### src/bvg_pkg.sv
`timescale 1ns / 1ps
// ============================================================================
// bvg_pkg
// Shared types and constants of the battery voltage guard: register indices,
// configuration bundle, reset values and timer control.
// ============================================================================
package bvg_pkg;

   localparam int unsigned MV_W       = 16;
   localparam int unsigned MS_W       = 32;
   localparam int unsigned CSR_IDX_W  = 3;
   localparam int unsigned CSR_DATA_W = 32;

   // Register indices of the configuration port
   typedef enum logic [CSR_IDX_W-1:0] {
      CSR_MONITOR_ENABLE   = 3'd0,
      CSR_WARN_MV          = 3'd1,
      CSR_CLEAR_MV         = 3'd2,
      CSR_CRITICAL_MV      = 3'd3,
      CSR_RECOVER_MV       = 3'd4,
      CSR_CRITICAL_HOLD_MS = 3'd5,
      CSR_RECOVER_HOLD_MS  = 3'd6
   } csr_index_type;

   // Reset values of the configuration registers
   localparam logic            RST_MONITOR_ENABLE   = 1'b1;
   localparam logic [MV_W-1:0] RST_WARN_MV          = 16'd22000;
   localparam logic [MV_W-1:0] RST_CLEAR_MV         = 16'd22500;
   localparam logic [MV_W-1:0] RST_CRITICAL_MV      = 16'd20000;
   localparam logic [MV_W-1:0] RST_RECOVER_MV       = 16'd22000;
   localparam logic [MS_W-1:0] RST_CRITICAL_HOLD_MS = 32'd1000;
   localparam logic [MS_W-1:0] RST_RECOVER_HOLD_MS  = 32'd2000;

   typedef struct packed {
      logic            monitor_enable;
      logic [MV_W-1:0] warn_mv;
      logic [MV_W-1:0] clear_mv;
      logic [MV_W-1:0] critical_mv;
      logic [MV_W-1:0] recover_mv;
      logic [MS_W-1:0] critical_hold_ms;
      logic [MS_W-1:0] recover_hold_ms;
   } cfg_type;

   // Control of one debounce timer for one sample
   typedef struct packed {
      logic step;     // a sample moves through the datapath this cycle
      logic active;   // the latch side that this timer serves is selected
      logic qualify;  // valid sample on the far side of the threshold
   } dbc_ctl_type;

endpackage

### src/battery_voltage_guard.sv
`timescale 1ns / 1ps
// ============================================================================
// battery_voltage_guard
// Debounced battery under-voltage guard with warning hysteresis.
// ============================================================================
// Usage:
//   req_*  : one sample per transfer (voltage, valid flag, latch state, time).
//   rsp_*  : one result per sample (warning flag, latch and clear requests).
//   csr_*  : register writes, taken in every cycle; write only while idle.
// Flow: an accepted sample is registered in the input stage, then
//   evaluated against the state and registered in the result stage once
//   that stage is free or being emptied, which raises rsp_valid.
// Throughput: one sample per cycle while rsp_ready is high. The compares and
//   the 32-bit elapsed-time subtraction sit in a single stage between the
//   input and result registers, and the state updates as a sample advances.
// Stall: while rsp_ready is low the result holds; one further sample waits in
//   the input stage, after which req_ready drops.
// Reset: both stages empty, warning flag and timers cleared, registers at
//   their documented defaults.
// ============================================================================
module battery_voltage_guard (
   input  logic                           clock,
   input  logic                           reset,
   input  logic                           req_valid,
   output logic                           req_ready,
   input  logic [bvg_pkg::MV_W-1:0]       req_voltage_mv,
   input  logic                           req_sample_valid,
   input  logic                           req_critical_held,
   input  logic [bvg_pkg::MS_W-1:0]       req_now_ms,
   output logic                           rsp_valid,
   input  logic                           rsp_ready,
   output logic                           rsp_warn_on,
   output logic                           rsp_crit_set,
   output logic                           rsp_crit_release,
   input  logic                           csr_valid,
   output logic                           csr_ready,
   input  logic [bvg_pkg::CSR_IDX_W-1:0]  csr_index,
   input  logic [bvg_pkg::CSR_DATA_W-1:0] csr_wdata
);
   import bvg_pkg::*;

   cfg_type         cfg;

   logic            in_valid_ff,   in_valid_in;
   logic [MV_W-1:0] in_voltage_ff;
   logic            in_sample_ff;
   logic            in_held_ff;
   logic [MS_W-1:0] in_now_ff;

   logic            warn_ff,       warn_in;
   logic            rsp_valid_ff,  rsp_valid_in;
   logic            rsp_warn_ff;
   logic            rsp_latch_ff;
   logic            rsp_clear_ff;

   logic            req_take;
   logic            advance;
   dbc_ctl_type     crit_ctl;
   dbc_ctl_type     recov_ctl;
   logic            crit_fire,     crit_pending;
   logic            recov_fire,    recov_pending;

   // Configuration registers
   bvg_csr u_csr (
      .clock     (clock),
      .reset     (reset),
      .csr_valid (csr_valid),
      .csr_ready (csr_ready),
      .csr_index (csr_index),
      .csr_wdata (csr_wdata),
      .cfg       (cfg)
   );

   // Handshake: advance when the result stage is free or being emptied
   assign advance   = in_valid_ff && (!rsp_valid_ff || rsp_ready);
   assign req_ready = !in_valid_ff || advance;
   assign req_take  = req_valid && req_ready;

   always_comb begin
      in_valid_in = in_valid_ff;
      if (req_take) begin
         in_valid_in = 1'b1;
      end else if (advance) begin
         in_valid_in = 1'b0;
      end
   end

   always_comb begin
      rsp_valid_in = rsp_valid_ff;
      if (advance) begin
         rsp_valid_in = 1'b1;
      end else if (rsp_ready) begin
         rsp_valid_in = 1'b0;
      end
   end

   // Warning hysteresis; the set test wins over the clear test
   always_comb begin
      warn_in = warn_ff;
      if (advance && cfg.monitor_enable && in_sample_ff) begin
         if (in_voltage_ff < cfg.warn_mv) begin
            warn_in = 1'b1;
         end else if (in_voltage_ff > cfg.clear_mv) begin
            warn_in = 1'b0;
         end
      end
   end

   // Timer control for each latch side
   always_comb begin
      crit_ctl.step     = advance;
      crit_ctl.active   = !in_held_ff;
      crit_ctl.qualify  = in_sample_ff && (in_voltage_ff < cfg.critical_mv);
      recov_ctl.step    = advance;
      recov_ctl.active  = in_held_ff;
      recov_ctl.qualify = in_sample_ff && (in_voltage_ff > cfg.recover_mv);
   end

   bvg_debounce u_crit (
      .clock   (clock),
      .reset   (reset),
      .ctl     (crit_ctl),
      .now_ms  (in_now_ff),
      .hold_ms (cfg.critical_hold_ms),
      .fire    (crit_fire),
      .pending (crit_pending)
   );

   bvg_debounce u_recov (
      .clock   (clock),
      .reset   (reset),
      .ctl     (recov_ctl),
      .now_ms  (in_now_ff),
      .hold_ms (cfg.recover_hold_ms),
      .fire    (recov_fire),
      .pending (recov_pending)
   );

   // Control state
   always_ff @(posedge clock) begin
      if (reset) begin
         in_valid_ff  <= 1'b0;
         rsp_valid_ff <= 1'b0;
         warn_ff      <= 1'b0;
      end else begin
         in_valid_ff  <= in_valid_in;
         rsp_valid_ff <= rsp_valid_in;
         warn_ff      <= warn_in;
      end
   end

   // Capture the sample on a transfer
   always_ff @(posedge clock) begin
      if (req_take) begin
         in_voltage_ff <= req_voltage_mv;
         in_sample_ff  <= req_sample_valid;
         in_held_ff    <= req_critical_held;
         in_now_ff     <= req_now_ms;
      end
   end

   // Load the result stage as the sample advances
   always_ff @(posedge clock) begin
      if (advance) begin
         rsp_warn_ff  <= warn_in;
         rsp_latch_ff <= crit_fire;
         rsp_clear_ff <= recov_fire;
      end
   end

   assign rsp_valid        = rsp_valid_ff;
   assign rsp_warn_on      = rsp_warn_ff;
   assign rsp_crit_set     = rsp_latch_ff;
   assign rsp_crit_release = rsp_clear_ff;

   // Only one side's request can fire for a sample
   a_one_request : assert property (@(posedge clock) disable iff (reset)
      rsp_valid_ff |-> !(rsp_latch_ff && rsp_clear_ff))
      else $error("latch and clear requested together");

   // The inactive side's timer is dropped after each sample
   a_side_cancel : assert property (@(posedge clock) disable iff (reset)
      advance |=> !(crit_pending && recov_pending))
      else $error("both debounce timers pending");

   // A held result is never overwritten
   a_no_overwrite : assert property (@(posedge clock) disable iff (reset)
      !(advance && rsp_valid_ff && !rsp_ready))
      else $error("result stage overwritten while stalled");

   // Both stages come out of reset empty
   a_reset_empty : assert property (@(posedge clock)
      reset |=> (!rsp_valid_ff && !in_valid_ff))
      else $error("pipeline not empty after reset");

endmodule

### src/bvg_csr.sv
`timescale 1ns / 1ps
// ============================================================================
// bvg_csr
// Configuration register file: thresholds, hold times and the monitor enable.
// ============================================================================
module bvg_csr (
   input  logic                            clock,
   input  logic                            reset,
   input  logic                            csr_valid,
   output logic                            csr_ready,
   input  logic [bvg_pkg::CSR_IDX_W-1:0]   csr_index,
   input  logic [bvg_pkg::CSR_DATA_W-1:0]  csr_wdata,
   output bvg_pkg::cfg_type                cfg
);
   import bvg_pkg::*;

   cfg_type cfg_ff;
   cfg_type cfg_in;

   // Take a write in every cycle
   assign csr_ready = 1'b1;
   assign cfg       = cfg_ff;

   // Decode the index; unknown indices leave everything as it is
   always_comb begin
      cfg_in = cfg_ff;
      if (csr_valid) begin
         unique case (csr_index_type'(csr_index))
            CSR_MONITOR_ENABLE:   cfg_in.monitor_enable   = csr_wdata[0];
            CSR_WARN_MV:          cfg_in.warn_mv          = csr_wdata[MV_W-1:0];
            CSR_CLEAR_MV:         cfg_in.clear_mv         = csr_wdata[MV_W-1:0];
            CSR_CRITICAL_MV:      cfg_in.critical_mv      = csr_wdata[MV_W-1:0];
            CSR_RECOVER_MV:       cfg_in.recover_mv       = csr_wdata[MV_W-1:0];
            CSR_CRITICAL_HOLD_MS: cfg_in.critical_hold_ms = csr_wdata[MS_W-1:0];
            CSR_RECOVER_HOLD_MS:  cfg_in.recover_hold_ms  = csr_wdata[MS_W-1:0];
            default:              cfg_in = cfg_ff;
         endcase
      end
   end

   always_ff @(posedge clock) begin
      if (reset) begin
         cfg_ff.monitor_enable   <= RST_MONITOR_ENABLE;
         cfg_ff.warn_mv          <= RST_WARN_MV;
         cfg_ff.clear_mv         <= RST_CLEAR_MV;
         cfg_ff.critical_mv      <= RST_CRITICAL_MV;
         cfg_ff.recover_mv       <= RST_RECOVER_MV;
         cfg_ff.critical_hold_ms <= RST_CRITICAL_HOLD_MS;
         cfg_ff.recover_hold_ms  <= RST_RECOVER_HOLD_MS;
      end else begin
         cfg_ff <= cfg_in;
      end
   end

endmodule

### src/bvg_debounce.sv
`timescale 1ns / 1ps
// ============================================================================
// bvg_debounce
// One debounce timer: the first qualifying sample records its timestamp, a
// later consecutive one fires once the wrapping elapsed time reaches the hold.
// ============================================================================
module bvg_debounce (
   input  logic                       clock,
   input  logic                       reset,
   input  bvg_pkg::dbc_ctl_type       ctl,
   input  logic [bvg_pkg::MS_W-1:0]   now_ms,
   input  logic [bvg_pkg::MS_W-1:0]   hold_ms,
   output logic                       fire,
   output logic                       pending
);
   import bvg_pkg::*;

   logic            pending_ff;
   logic            pending_in;
   logic [MS_W-1:0] start_ff;
   logic [MS_W-1:0] start_in;
   logic [MS_W-1:0] elapsed;
   logic            run;

   // Elapsed time wraps modulo 2^32
   assign elapsed = now_ms - start_ff;
   assign run     = ctl.active && ctl.qualify;
   assign fire    = run && pending_ff && (elapsed >= hold_ms);
   assign pending = pending_ff;

   // Start, hold or drop the timer
   always_comb begin
      pending_in = pending_ff;
      start_in   = start_ff;
      if (ctl.step) begin
         if (!run) begin
            pending_in = 1'b0;
         end else if (!pending_ff) begin
            pending_in = 1'b1;
            start_in   = now_ms;
         end else if (fire) begin
            pending_in = 1'b0;
         end
      end
   end

   always_ff @(posedge clock) begin
      if (reset) begin
         pending_ff <= 1'b0;
      end else begin
         pending_ff <= pending_in;
      end
   end

   always_ff @(posedge clock) begin
      start_ff <= start_in;
   end

endmodule
### config.mk
export PLATFORM = sky130hd
export DESIGN_NAME = battery_voltage_guard
export DESIGN_NICKNAME = d
export VERILOG_FILES = /design/src/bvg_pkg.sv /design/src/battery_voltage_guard.sv /design/src/bvg_csr.sv /design/src/bvg_debounce.sv
export SDC_FILE = /design/constraint.sdc
export NUM_CORES = 1
export LEC_CHECK = 0
export ABC_AREA = 1
export BUFFER_PORTS_ARGS = -buffer_cell sky130_fd_sc_hd__buf_4
export CORE_MARGIN = 3
export CORE_UTILIZATION = 50
export DETAILED_ROUTE_END_ITERATION = 8
export GPL_TIMING_DRIVEN = 0
export PLACE_DENSITY_LB_ADDON = 0.3
export SLEW_MARGIN = 20
export SYNTH_ARGS = -nofsm -noshare
export SYNTH_HDL_FRONTEND = slang
export SYNTH_SLANG_ARGS = --single-unit
export TNS_END_PERCENT = 30
### constraint.sdc
create_clock -name clock -period 5.4 [get_ports clock]
set_input_delay 0.27 -clock clock [delete_from_list [all_inputs] [get_ports clock]]
set_output_delay 0.27 -clock clock [all_outputs]
set_load 0.02 [all_outputs]
==> flow_metrics.py, run 1 <==
metrics = {
    "outcome": {
        "status": "finished clean",
    },
    "final_layout": {
        "insertedDiodeCount": 0,
        "drive_gt1_share_pct": 9.38,
        "fin_area_mm2": 0.0178,
        "num-fill-cells": 2557,
        "final_common_cell": "inv_1",
        "nets": 2250,
        "synthToLayoutAreaGrowth_pct": 19.6,
        "utilization_pct": 61.3,
        "final_cell_mix": "inv_1, nand2_1, a21oi_1",
    },
    "synthesis": {
        "avgSynthCellArea_um2": 8.41,
        "synth_top_flop_cell": "dfxtp_1",
        "synthArstFlopShare_pct": 0,
        "synth_edf_count": 117,
        "yosys_register_bits": 251,
        "ys_warn_count": 0,
        "synth_nets": 2048,
        "yosys.cell_types.count": 46,
        "netlist_area_mm2": 0.0149,
        "yosysSeqAreaShare_pct": 41.7,
        "synthCells": 1768,
    },
    "power": {
        "design_power_total_mw": 4.91,
        "p_sw_mw": 1.33,
        "p_int_mw": 3.57,
        "seqPwrFrac_pct": 42.8,
        "clockPowerShare_pct": 40.7,
        "ir_worst_vdd_v": 0.000222,
        "comb_power_share_pct": 16.5,
        "switching_share_pct": 27.2,
        "p_leak_nw": 8.02,
        "p_per_area_mw_per_mm2": 276,
    },
    "setup_path": {
        "startpoint": "in_now_ff[10]",
        "cp.arrival_ns": 4.63,
        "r2r-end": "u_recov.pending",
        "worstSetupEndpoint": "u_recov.pending",
        "r2r_cells": 17,
        "rrSetupSlack_ns": 1.23,
        "cp.required_ns": 5.85,
        "critPathKind": "register to register",
        "cp-start-kind": "register",
        "crit_fanout": 5,
        "reg2reg_from": "in_now_ff[10]",
        "crit_path_end_kind": "register",
    },
    "place": {
        "hpwl_um": 30400,
        "placed_area_mm2": 0.0161,
        "gp_congestion": 0.927,
        "portBuffers": 94,
    },
    "timing": {
        "worstMarginPinSlew_ns": 0.750,
        "clock.fmax_ghz": 0.240,
        "worst_clock_skew_ns": 0.0149,
        "fin_crit_sh_pct": 77.3,
        "drv_slew": 0,
        "tns_ns": 0,
        "rsz0062_at_grt": "false",
        "timing_hold_violations_final": 0,
        "fin_crit_ns": 4.17,
        "max_slew_margin_pct": 50.0,
        "setup-violations-final": 0,
    },
    "clocking": {
        "clk_pin_slew_worst_paths_ns": 0.06,
        "cts_made_buffers": 29,
        "clk_latency_ns": 0.56,
        "cts_hold_buffers": 69,
        "clk_path_buf_depth": 3,
        "root_buffer": "clkbuf_16",
        "cts_sinks": 251,
        "cts_resized": 0,
        "postCtsSetupBuffers": 0,
        "cts_tree": "done",
        "h-tree-depth": 1,
    },
    "hold_path": {
        "worst_hold_path_type": "input port to register",
    },
    "die": {
        "core_mm2": 0.0290,
        "num_rows": 62,
        "start_util_pct": 51.2,
        "dieHeight_um": 178,
        "fp.dieW_um": 178,
        "dieArea_mm2": 0.0318,
        "ios": 96,
    },
    "global_routing": {
        "grt_first_pass_wirelength_um": 62000,
        "antenna_found_initial": 0,
        "grtUsageTotal_pct": 24.7,
        "overflow": 0,
        "grt_max_degree": 51,
        "first_global_vias": 11920,
    },
    "route": {
        "vias": 12672,
        "postRouteAntennaNets": 0,
        "drc_errors": 0,
        "wl_per_cell_um": 16.5,
        "drt_iter0_markers": 1164,
        "via_per_inst": 5.33,
        "first_pass_iters": 6,
        "routed_wl_um": 39300,
    },
    "run": {
        "drv_cap": 0,
    },
}
synthesized netlist by cell type (all sizes together), types with 31 or more instances:
| library cell | count | share of area [%] |
|---|---|---|
| nor2 | 130 | 3.4 |
| xor2 | 38 | 2.2 |
| o211ai | 43 | 2.2 |
| inv | 290 | 7.3 |
| ha | 188 | 16 |
| nand3 | 33 | 1.1 |
| dfxtp | 134 | 18 |
| clkbuf | 31 | 0.78 |
| o21ai | 147 | 5.1 |
| edfxtp | 117 | 24 |
| a21oi | 221 | 7.7 |
| nand2 | 291 | 7.5 |
state kept, by name, indices dropped and copies added, names as in the netlist, 16 cells and up:
| signal | count |
|---|---|
| in_now_ff | 32 |
| in_voltage_ff | 16 |
| u_crit.start_ff | 32 |
| u_csr.cfg | 129 |
| u_recov.start_ff | 32 |
worst min path at each step:
stage | start | to | slack, ns | depth (start not counted)
2_1_floorplan | reset | in_valid_ff | 0.34 | 1
3_3_place_gp | u_csr.cfg[50] | u_csr.cfg[50] | 0.44 | 2
3_5_place_dp | req_sample_valid | in_sample_ff | 0.45 | 1
4_1_cts | csr_index[2] | u_csr.cfg[128] | 0.001 | 5
5_1_grt | csr_wdata[14] | u_csr.cfg[94] | 0.03 | 3
6_report | csr_wdata[21] | u_csr.cfg[53] | 0.03 | 3
layer usage:
metal / vias to the layer above / share of wire [%] / track usage, %
li1: 6371 / - / -
met1: 5819 / 47 / 36.6
met2: 417 / 43 / 38.1
met3: 65 / 7.1 / 2.94
met4: 0 / 2.4 / 6.53
met5: - / 0 / 0
worst max-delay path, cell delays in order, from the launching register on:
cell,delay (ns)
edfxtp_1,0.46
ha_1,0.40
a21oi_1,0.21
a21boi_0,0.27
o21bai_1,0.18
a21oi_1,0.31
o21ai_0,0.27
xor2_1,0.21
ha_1,0.33
nand2_1,0.07
nor2_1,0.17
nand2_1,0.11
nor4_1,0.44
nand3_1,0.14
nand3_1,0.24
nand2_1,0.12
nand2_1,0.08
a21oi_1,0.06
cells by family after synthesis:
kind of cell | after synthesis | share of synthesized area (%)
flops | 251 | 41.7
fa+ha+maj | 190 | 16.1
other cells | 1 | 0.0252
compound gates | 448 | 16.8
xor+xnor | 59 | 3.48
simple gates | 492 | 13.6
buf+inv | 327 | 8.32
power by group through the flow:
| stage | Combinational, mW | Sequential (mW) | Clock, mW |
|---|---|---|---|
| 2_1_floorplan | 0.508 | 2.13 | 0 |
| 3_3_place_gp | 0.735 | 2.14 | 0 |
| 3_5_place_dp | 0.760 | 2.14 | 0 |
| 4_1_cts | 0.806 | 2.10 | 2.04 |
| 5_1_grt | 0.920 | 2.11 | 2.11 |
| 6_report | 0.810 | 2.10 | 2.00 |
stage by stage:
stage               cells  worst slack (ns)  hold slack [ns]
finish               2377              1.23           0.0250
global route         2377              1.06           0.0349
CTS                  2377              1.26          0.00147
detailed placement   2254              1.28            0.449
global placement     2246             -1.27            0.445
floorplan            1768             0.620            0.339
area by class of cell:
| class | count | area, um^2 | share of cell area [%] |
|---|---|---|---|
| plain buffers | 37 | 148 | 0.830 |
| clock buffers | 43 | 850 | 4.78 |
| clock inverters | 11 | 130 | 0.732 |
| inverters | 290 | 1090 | 6.14 |
| multi-input cells | 1190 | 7440 | 41.9 |
| flip-flops and latches | 251 | 6200 | 34.8 |
| well taps | 384 | 480 | 2.70 |
| repair buffers | 171 | 1440 | 8.12 |
Note: power is estimated with default switching activity, not from simulation.
==> inputs of run 2 (changes only) <==
--- a/config.mk
+++ b/config.mk
@@ -5,7 +5,7 @@
 export SDC_FILE = /design/constraint.sdc
 export NUM_CORES = 1
 export LEC_CHECK = 0
-export ABC_AREA = 1
+export ABC_AREA = 0
 export BUFFER_PORTS_ARGS = -buffer_cell sky130_fd_sc_hd__buf_4
 export CORE_MARGIN = 3
 export CORE_UTILIZATION = 50
==> constraint.sdc (replaced) <==
create_clock -name clock -period 3.4 [get_ports clock]
set_input_delay 0.17 -clock clock [delete_from_list [all_inputs] [get_ports clock]]
set_output_delay 0.17 -clock clock [all_outputs]
set_load 0.02 [all_outputs]
==> flow_metrics.py, run 2 <==
metrics = {
    "final_layout": {
        "num-fill-cells": 2350,
        "final_cell_mix": "nand2_1, inv_1, ha_1",
        "drive_gt1_share_pct": 12.9,
        "nets": 2145,
        "insertedDiodeCount": 0,
        "largest_reg_flops": 129,
        "final_common_cell": "nand2_1",
        "regArea_mm2": 0.00620,
        "multi_input_area_mm2": 0.00795,
        "synthToLayoutAreaGrowth_pct": 24.3,
    },
    "outcome": {
        "violations": "setup timing",
        "status": "finished, violations left",
    },
    "timing": {
        "worst_clock_skew_ns": 0.0170,
        "max_slew_margin_pct": 49.0,
        "worstMarginPinSlew_ns": 0.759,
        "fin_crit_sh_pct": 131,
        "clock.fmax_ghz": 0.225,
        "drv_slew": 0,
        "setup-violations-final": 4,
        "timing_hold_violations_final": 0,
        "tns_ns": -4.01,
        "layout_setup_ws_ns": -1.04,
        "rsz0062_at_grt": "true",
        "fin_crit_ns": 4.44,
    },
    "route": {
        "wl_per_cell_um": 17.0,
        "via_per_inst": 5.44,
        "first_pass_iters": 6,
        "routed_wl_um": 38600,
        "drc_errors": 0,
        "postRouteAntennaNets": 0,
        "drt_iter0_markers": 877,
        "vias": 12371,
    },
    "place": {
        "portBuffers": 93,
        "hpwl_um": 28200,
        "dp_slack_ns": -1.58,
        "gp_congestion": 0.939,
    },
    "clocking": {
        "h-tree-depth": 1,
        "clk_pin_slew_worst_paths_ns": 0.06,
        "cts_sinks": 251,
        "cts_tree": "done",
        "root_buffer": "clkbuf_16",
        "cts_made_buffers": 30,
        "clk_latency_ns": 0.57,
        "clk_path_buf_depth": 3,
    },
    "power": {
        "ir_worst_vdd_v": 0.000443,
        "p_leak_nw": 7.89,
        "switching_share_pct": 26.2,
        "clockPowerShare_pct": 41.5,
        "p_per_area_mw_per_mm2": 428,
        "seqPwrFrac_pct": 42.2,
        "comb_power_share_pct": 16.3,
        "p_sw_mw": 2.07,
        "p_int_mw": 5.82,
    },
    "die": {
        "ios": 96,
        "fp.dieW_um": 178,
        "num_rows": 62,
        "dieArea_mm2": 0.0318,
        "start_util_pct": 51.2,
        "core_mm2": 0.0289,
        "dieHeight_um": 178,
    },
    "synthesis": {
        "synth_nets": 1904,
        "netlist_area_mm2": 0.0148,
        "yosysTopAreaCellShare_pct": 23.7,
        "ys_warn_count": 0,
        "synthArstFlopShare_pct": 0,
        "avgSynthCellArea_um2": 9.13,
        "yosys-top-cells-area": "edfxtp_1, dfxtp_1, ha_1",
        "yosysSeqAreaShare_pct": 41.8,
        "synth_top_flop_cell": "dfxtp_1",
        "yosys.area.top_type": "edfxtp_1",
        "yosys_register_bits": 251,
        "yosys.cell_types.count": 73,
        "synth_commonest_cells": "nand2_1, inv_1, ha_1, a21oi_1, dfxtp_1",
        "synth_edf_count": 117,
        "yosysMostFrequentCell": "nand2_1",
        "synthCells": 1624,
    },
    "global_routing": {
        "first_global_vias": 11759,
        "grtUsageTotal_pct": 23.6,
        "antenna_found_initial": 0,
        "grt_max_degree": 32,
        "overflow": 0,
        "grt_first_pass_wirelength_um": 60300,
    },
    "setup_path": {
        "worstSetupEndpoint": "u_crit.pending",
        "cp.required_ns": 3.90,
        "r2r_cells": 20,
        "cp_slowest_stage_delay_ns": 0.48,
        "crit_path_end_kind": "register",
        "startpoint": "in_now_ff[1]",
        "cp-start-kind": "register",
        "crit_fanout": 5,
        "crit_chain": "ha_1 -> nor2b_1 -> o31a_1 -> o21a_2 -> o211ai_1 -> a21oi_2 -> o21ai_2 -> a21oi_2 -> o41ai_2 -> xnor2_1 -> ha_1 -> a21o_1 -> a21o_1 -> a21oi_1 -> o21ai_1 -> o2111a_1 -> nor2_2 -> o31ai_4 -> a211o_1 -> a21oi_1",
        "r2r-end": "u_crit.pending",
        "critPathKind": "register to register",
        "rrSetupSlack_ns": -1.04,
        "crit_slowest_cell": "edfxtp_1",
        "reg2reg_from": "in_now_ff[1]",
        "cp.arrival_ns": 4.94,
    },
    "hold_path": {
        "worst_hold_path_type": "input port to register",
    },
    "run": {
        "drv_cap": 0,
    },
}
-- run 2: changes by cell type in the layout (fill, tap and decap cells not counted), sizes merged, moves of 17 or more --
cell,change
o211ai,-36
nor2b,+22
xor2,-17
nand2,-42
inv,-86
dlygate4sd3,+18
o21ai,-93
nor2,-41
a21oi,-61
buf,+19
a21o,+48
a211o,+30
-- run 2: stage by stage --
step / utilization [%] / area [um^2] / std cells / total power [mW] / hold WS, ns
2_1_floorplan: - / 14800 / 1624 / 4.13 / 0.269
3_3_place_gp: 55.3 / 16000 / 2101 / 4.46 / 0.348
3_5_place_dp: 55.7 / 16100 / 2108 / 4.51 / 0.349
4_1_cts: 62.6 / 18100 / 2256 / 7.89 / 0.0912
5_1_grt: 63.7 / 18400 / 2273 / 8.23 / 0.148
6_report: 63.7 / 18400 / 2273 / 7.89 / 0.122
-- run 2: layer usage --
layer	wire, um	part of all wire, %	up-vias	GRT usage [%]
met2	18100	47	339	39.7
met3	2100	5.4	74	3.11
li1	-	-	6142	-
met1	17000	44	5816	31.8
met4	1330	3.4	0	7.27
met5	0	0	-	0
-- run 2: area by class of cell --
class / count / share of cell area [%]
buffer: 46 / 0.984
sequential: 251 / 33.6
clock inverter: 10 / 0.570
tap: 384 / 2.61
clock buffer: 46 / 5.06
inverter: 203 / 4.13
multi-input combinational: 1124 / 43.1
timing repair buffer: 209 / 9.90
-- run 2: worst min path at each step --
| stage | slack, ns | to | startpoint | cells after the start |
|---|---|---|---|---|
| 2_1_floorplan | 0.27 | in_held_ff | req_critical_held | 0 |
| 3_3_place_gp | 0.35 | in_voltage_ff[10] | req_voltage_mv[10] | 1 |
| 3_5_place_dp | 0.35 | in_voltage_ff[10] | req_voltage_mv[10] | 1 |
| 4_1_cts | 0.09 | u_csr.cfg[128] | csr_valid | 5 |
| 5_1_grt | 0.15 | u_csr.cfg[128] | csr_valid | 5 |
| 6_report | 0.12 | u_csr.cfg[128] | csr_valid | 5 |
-- run 2: worst max-delay path: cells and delay by family (launching register included) --
family                   cells  cell delay, ns
AND/OR/NAND/NOR              2            0.30
adder cells (fa/ha/maj)      2            0.65
XOR/XNOR                     1            0.15
AO/OA/AOI/OAI               15            2.79
flip-flops                   1            0.48
-- run 2: power groups by stage --
stage | clock (mW) | combinational (mW) | sequential, mW
2_1_floorplan | 0 | 0.763 | 3.37
3_3_place_gp | 0 | 1.07 | 3.40
3_5_place_dp | 0 | 1.11 | 3.40
4_1_cts | 3.34 | 1.21 | 3.33
5_1_grt | 3.45 | 1.43 | 3.34
6_report | 3.27 | 1.29 | 3.33
-- run 2: timing repair --
action,in CTS,in global routing
resized for setup,10,42
endpoints found under the hold margin,181,0
hold buffers,87,0
buffers inserted,5,17
pin swaps,8,26
setup endpoints to repair,4,17
-- run 2: logic make-up after synthesis --
group / after synthesis / share of synthesized area, %
XOR/XNOR: 52 / 3.07
flip-flops: 251 / 41.8
multiplexers: 1 / 0.0675
AND/OR/NAND/NOR: 481 / 14.6
adder cells (fa/ha/maj): 190 / 16.1
AO/OA/AOI/OAI: 399 / 17.9
buffers and inverters: 249 / 6.36
other: 1 / 0.0253
==> inputs of run 3 (changes only) <==
--- a/config.mk
+++ b/config.mk
@@ -5,14 +5,14 @@
 export SDC_FILE = /design/constraint.sdc
 export NUM_CORES = 1
 export LEC_CHECK = 0
-export ABC_AREA = 0
-export BUFFER_PORTS_ARGS = -buffer_cell sky130_fd_sc_hd__buf_4
+export ABC_AREA = 1
+export BUFFER_PORTS_ARGS = -buffer_cell sky130_fd_sc_hd__buf_2
 export CORE_MARGIN = 3
 export CORE_UTILIZATION = 50
 export DETAILED_ROUTE_END_ITERATION = 8
 export GPL_TIMING_DRIVEN = 0
 export PLACE_DENSITY_LB_ADDON = 0.3
-export SLEW_MARGIN = 20
+export SLEW_MARGIN = 0
 export SYNTH_ARGS = -nofsm -noshare
 export SYNTH_HDL_FRONTEND = slang
 export SYNTH_SLANG_ARGS = --single-unit
==> flow_metrics.py, run 3 (synthesis results as in run 1) <==
metrics = {
    "outcome": {
        "status": "finished, violations left",
        "violations": "setup timing",
    },
    "setup_path": {
        "crit_slowest_cell": "edfxtp_1",
        "reg2reg_from": "in_now_ff[12]",
        "critPathKind": "register to register",
        "crit_path_end_kind": "register",
        "crit_fanout": 4,
        "cp.arrival_ns": 3.90,
        "cp-start-kind": "register",
        "startpoint": "in_now_ff[12]",
        "crit_chain": "ha_4 -> nand2_1 -> inv_1 -> nand3_1 -> nor2_1 -> nand4_1 -> nand3_2 -> a31oi_2 -> xor2_1 -> ha_1 -> nand2_1 -> nor2_4 -> nand2_4 -> nor2_4 -> nand4_1 -> nand3_2 -> nand3_2 -> nand2_1 -> a21oi_1",
        "cp_slowest_stage_delay_ns": 0.52,
        "cp.required_ns": 3.84,
    },
    "global_routing": {
        "overflow": 0,
        "antenna_found_initial": 0,
        "first_global_vias": 12337,
        "grt_first_pass_wirelength_um": 63800,
        "grtUsageTotal_pct": 25.3,
        "grt_max_degree": 33,
    },
    "timing": {
        "rsz0062_at_grt": "true",
        "timing.hold.ws_ns": 0.0296,
        "setup-violations-final": 4,
        "fin_crit_ns": 3.46,
        "layout_setup_ws_ns": -0.0628,
        "timing_hold_violations_final": 0,
        "tns_ns": -0.136,
        "max_slew_margin_pct": 41.9,
        "worstMarginPinSlew_ns": 0.867,
        "clock.fmax_ghz": 0.289,
        "worst_clock_skew_ns": 0.0168,
        "fin_crit_sh_pct": 102,
        "drv_slew": 0,
    },
    "die": {
        "num_rows": 62,
        "ios": 96,
        "dieHeight_um": 178,
        "dieArea_mm2": 0.0318,
        "start_util_pct": 51.2,
        "core_mm2": 0.0290,
        "fp.dieW_um": 178,
    },
    "place": {
        "portBuffers": 94,
        "placed_area_mm2": 0.0159,
        "hpwl_um": 30000,
        "dp_slack_ns": -0.675,
        "gp_congestion": 0.918,
    },
    "final_layout": {
        "final_cell_mix": "inv_1, nand2_1, a21oi_1",
        "final_common_cell": "inv_1",
        "insertedDiodeCount": 0,
        "nets": 2305,
        "drive_gt1_share_pct": 17.6,
        "synthToLayoutAreaGrowth_pct": 28.1,
        "largest_reg_flops": 129,
        "fin_area_mm2": 0.0190,
        "utilization_pct": 65.6,
    },
    "route": {
        "postRouteAntennaNets": 0,
        "via_per_inst": 5.37,
        "drc_errors": 0,
        "first_pass_iters": 5,
        "vias": 13068,
        "drt_iter0_markers": 1167,
        "wl_per_cell_um": 17.0,
        "routed_wl_um": 41300,
    },
    "power": {
        "p_int_mw": 5.91,
        "p_per_area_mw_per_mm2": 427,
        "ir_worst_vdd_v": 0.000342,
        "p_leak_nw": 8.37,
        "p_sw_mw": 2.23,
        "switching_share_pct": 27.4,
        "seqPwrFrac_pct": 41.1,
        "comb_power_share_pct": 18.0,
        "clockPowerShare_pct": 40.9,
    },
    "run": {
        "drv_cap": 0,
    },
    "clocking": {
        "clk_path_buf_depth": 3,
        "cts_made_buffers": 30,
        "cts_sinks": 251,
        "root_buffer": "clkbuf_16",
        "cts_tree": "done",
        "clk_pin_slew_worst_paths_ns": 0.06,
        "h-tree-depth": 1,
        "clk_latency_ns": 0.56,
    },
    "hold_path": {
        "holdCritStartpoint": "csr_valid",
        "worst_hold_path_type": "input port to register",
    },
}
==> run 3: critical path: cells and delay by family, from the launching register on <==
kind	cells	cell delay, ns
buffers and inverters	1	0.11
XOR/XNOR	1	0.17
AND/OR/NAND/NOR	13	1.68
adder cells (fa/ha/maj)	2	0.65
flip-flops	1	0.52
AO/OA/AOI/OAI	2	0.17
==> run 3: layer usage <==
metal  global-route usage, %  share of wire, %  up-vias
met1                    36.4                45     6095
met5                       0                 0        -
met3                    3.17               7.5       54
li1                        -                 -     6470
met2                    40.9                45      449
met4                    5.32               1.8        0
==> run 3: what timing repair did <==
action	4_1_cts	5_1_grt
endpoints found under the hold margin	131	0
pin swaps	27	40
setup endpoints to repair	4	4
hold buffers	84	0
gates resized for setup	89	78
cloned	0	0
setup buffers	13	30
==> run 3: path summary, 6_finish.rpt <==
| path | endpoint | slack (ns) | cells past startpoint |
|---|---|---|---|
| worst min-delay path | u_csr.cfg[128] | 0.03 | 5 |
| worst max-delay path | u_crit.pending | -0.06 | 19 |
| worst max register to register | u_crit.pending | -0.06 | 19 |
| worst min register to register | u_csr.cfg[111] | 0.46 | 2 |
==> run 3: power groups by stage <==
| stage | clock, mW | sequential (mW) | combinational (mW) |
|---|---|---|---|
| final | 3.33 | 3.35 | 1.46 |
| after CTS | 3.39 | 3.35 | 1.34 |
| after floorplan | 0 | 3.38 | 0.809 |
| after global placement | 0 | 3.41 | 1.14 |
| after detailed placement | 0 | 3.40 | 1.18 |
| after global routing | 3.51 | 3.35 | 1.63 |
==> run 3: layout make-up <==
cell class / count / area (um^2)
clock inverter: 8 / 63.8
tap: 384 / 480
inverter: 290 / 1090
fill: 2354 / 9970
timing repair buffer: 225 / 1690
multi-input combinational: 1190 / 8370
clock buffer: 48 / 1000
sequential: 251 / 6200
buffer: 37 / 148
==> run 3: metrics by stage <==
stage          power [mW]  std cells
2_1_floorplan        4.19       1768
3_3_place_gp         4.54       2246
3_5_place_dp         4.58       2250
4_1_cts              8.07       2403
5_1_grt              8.49       2433
6_report             8.14       2433
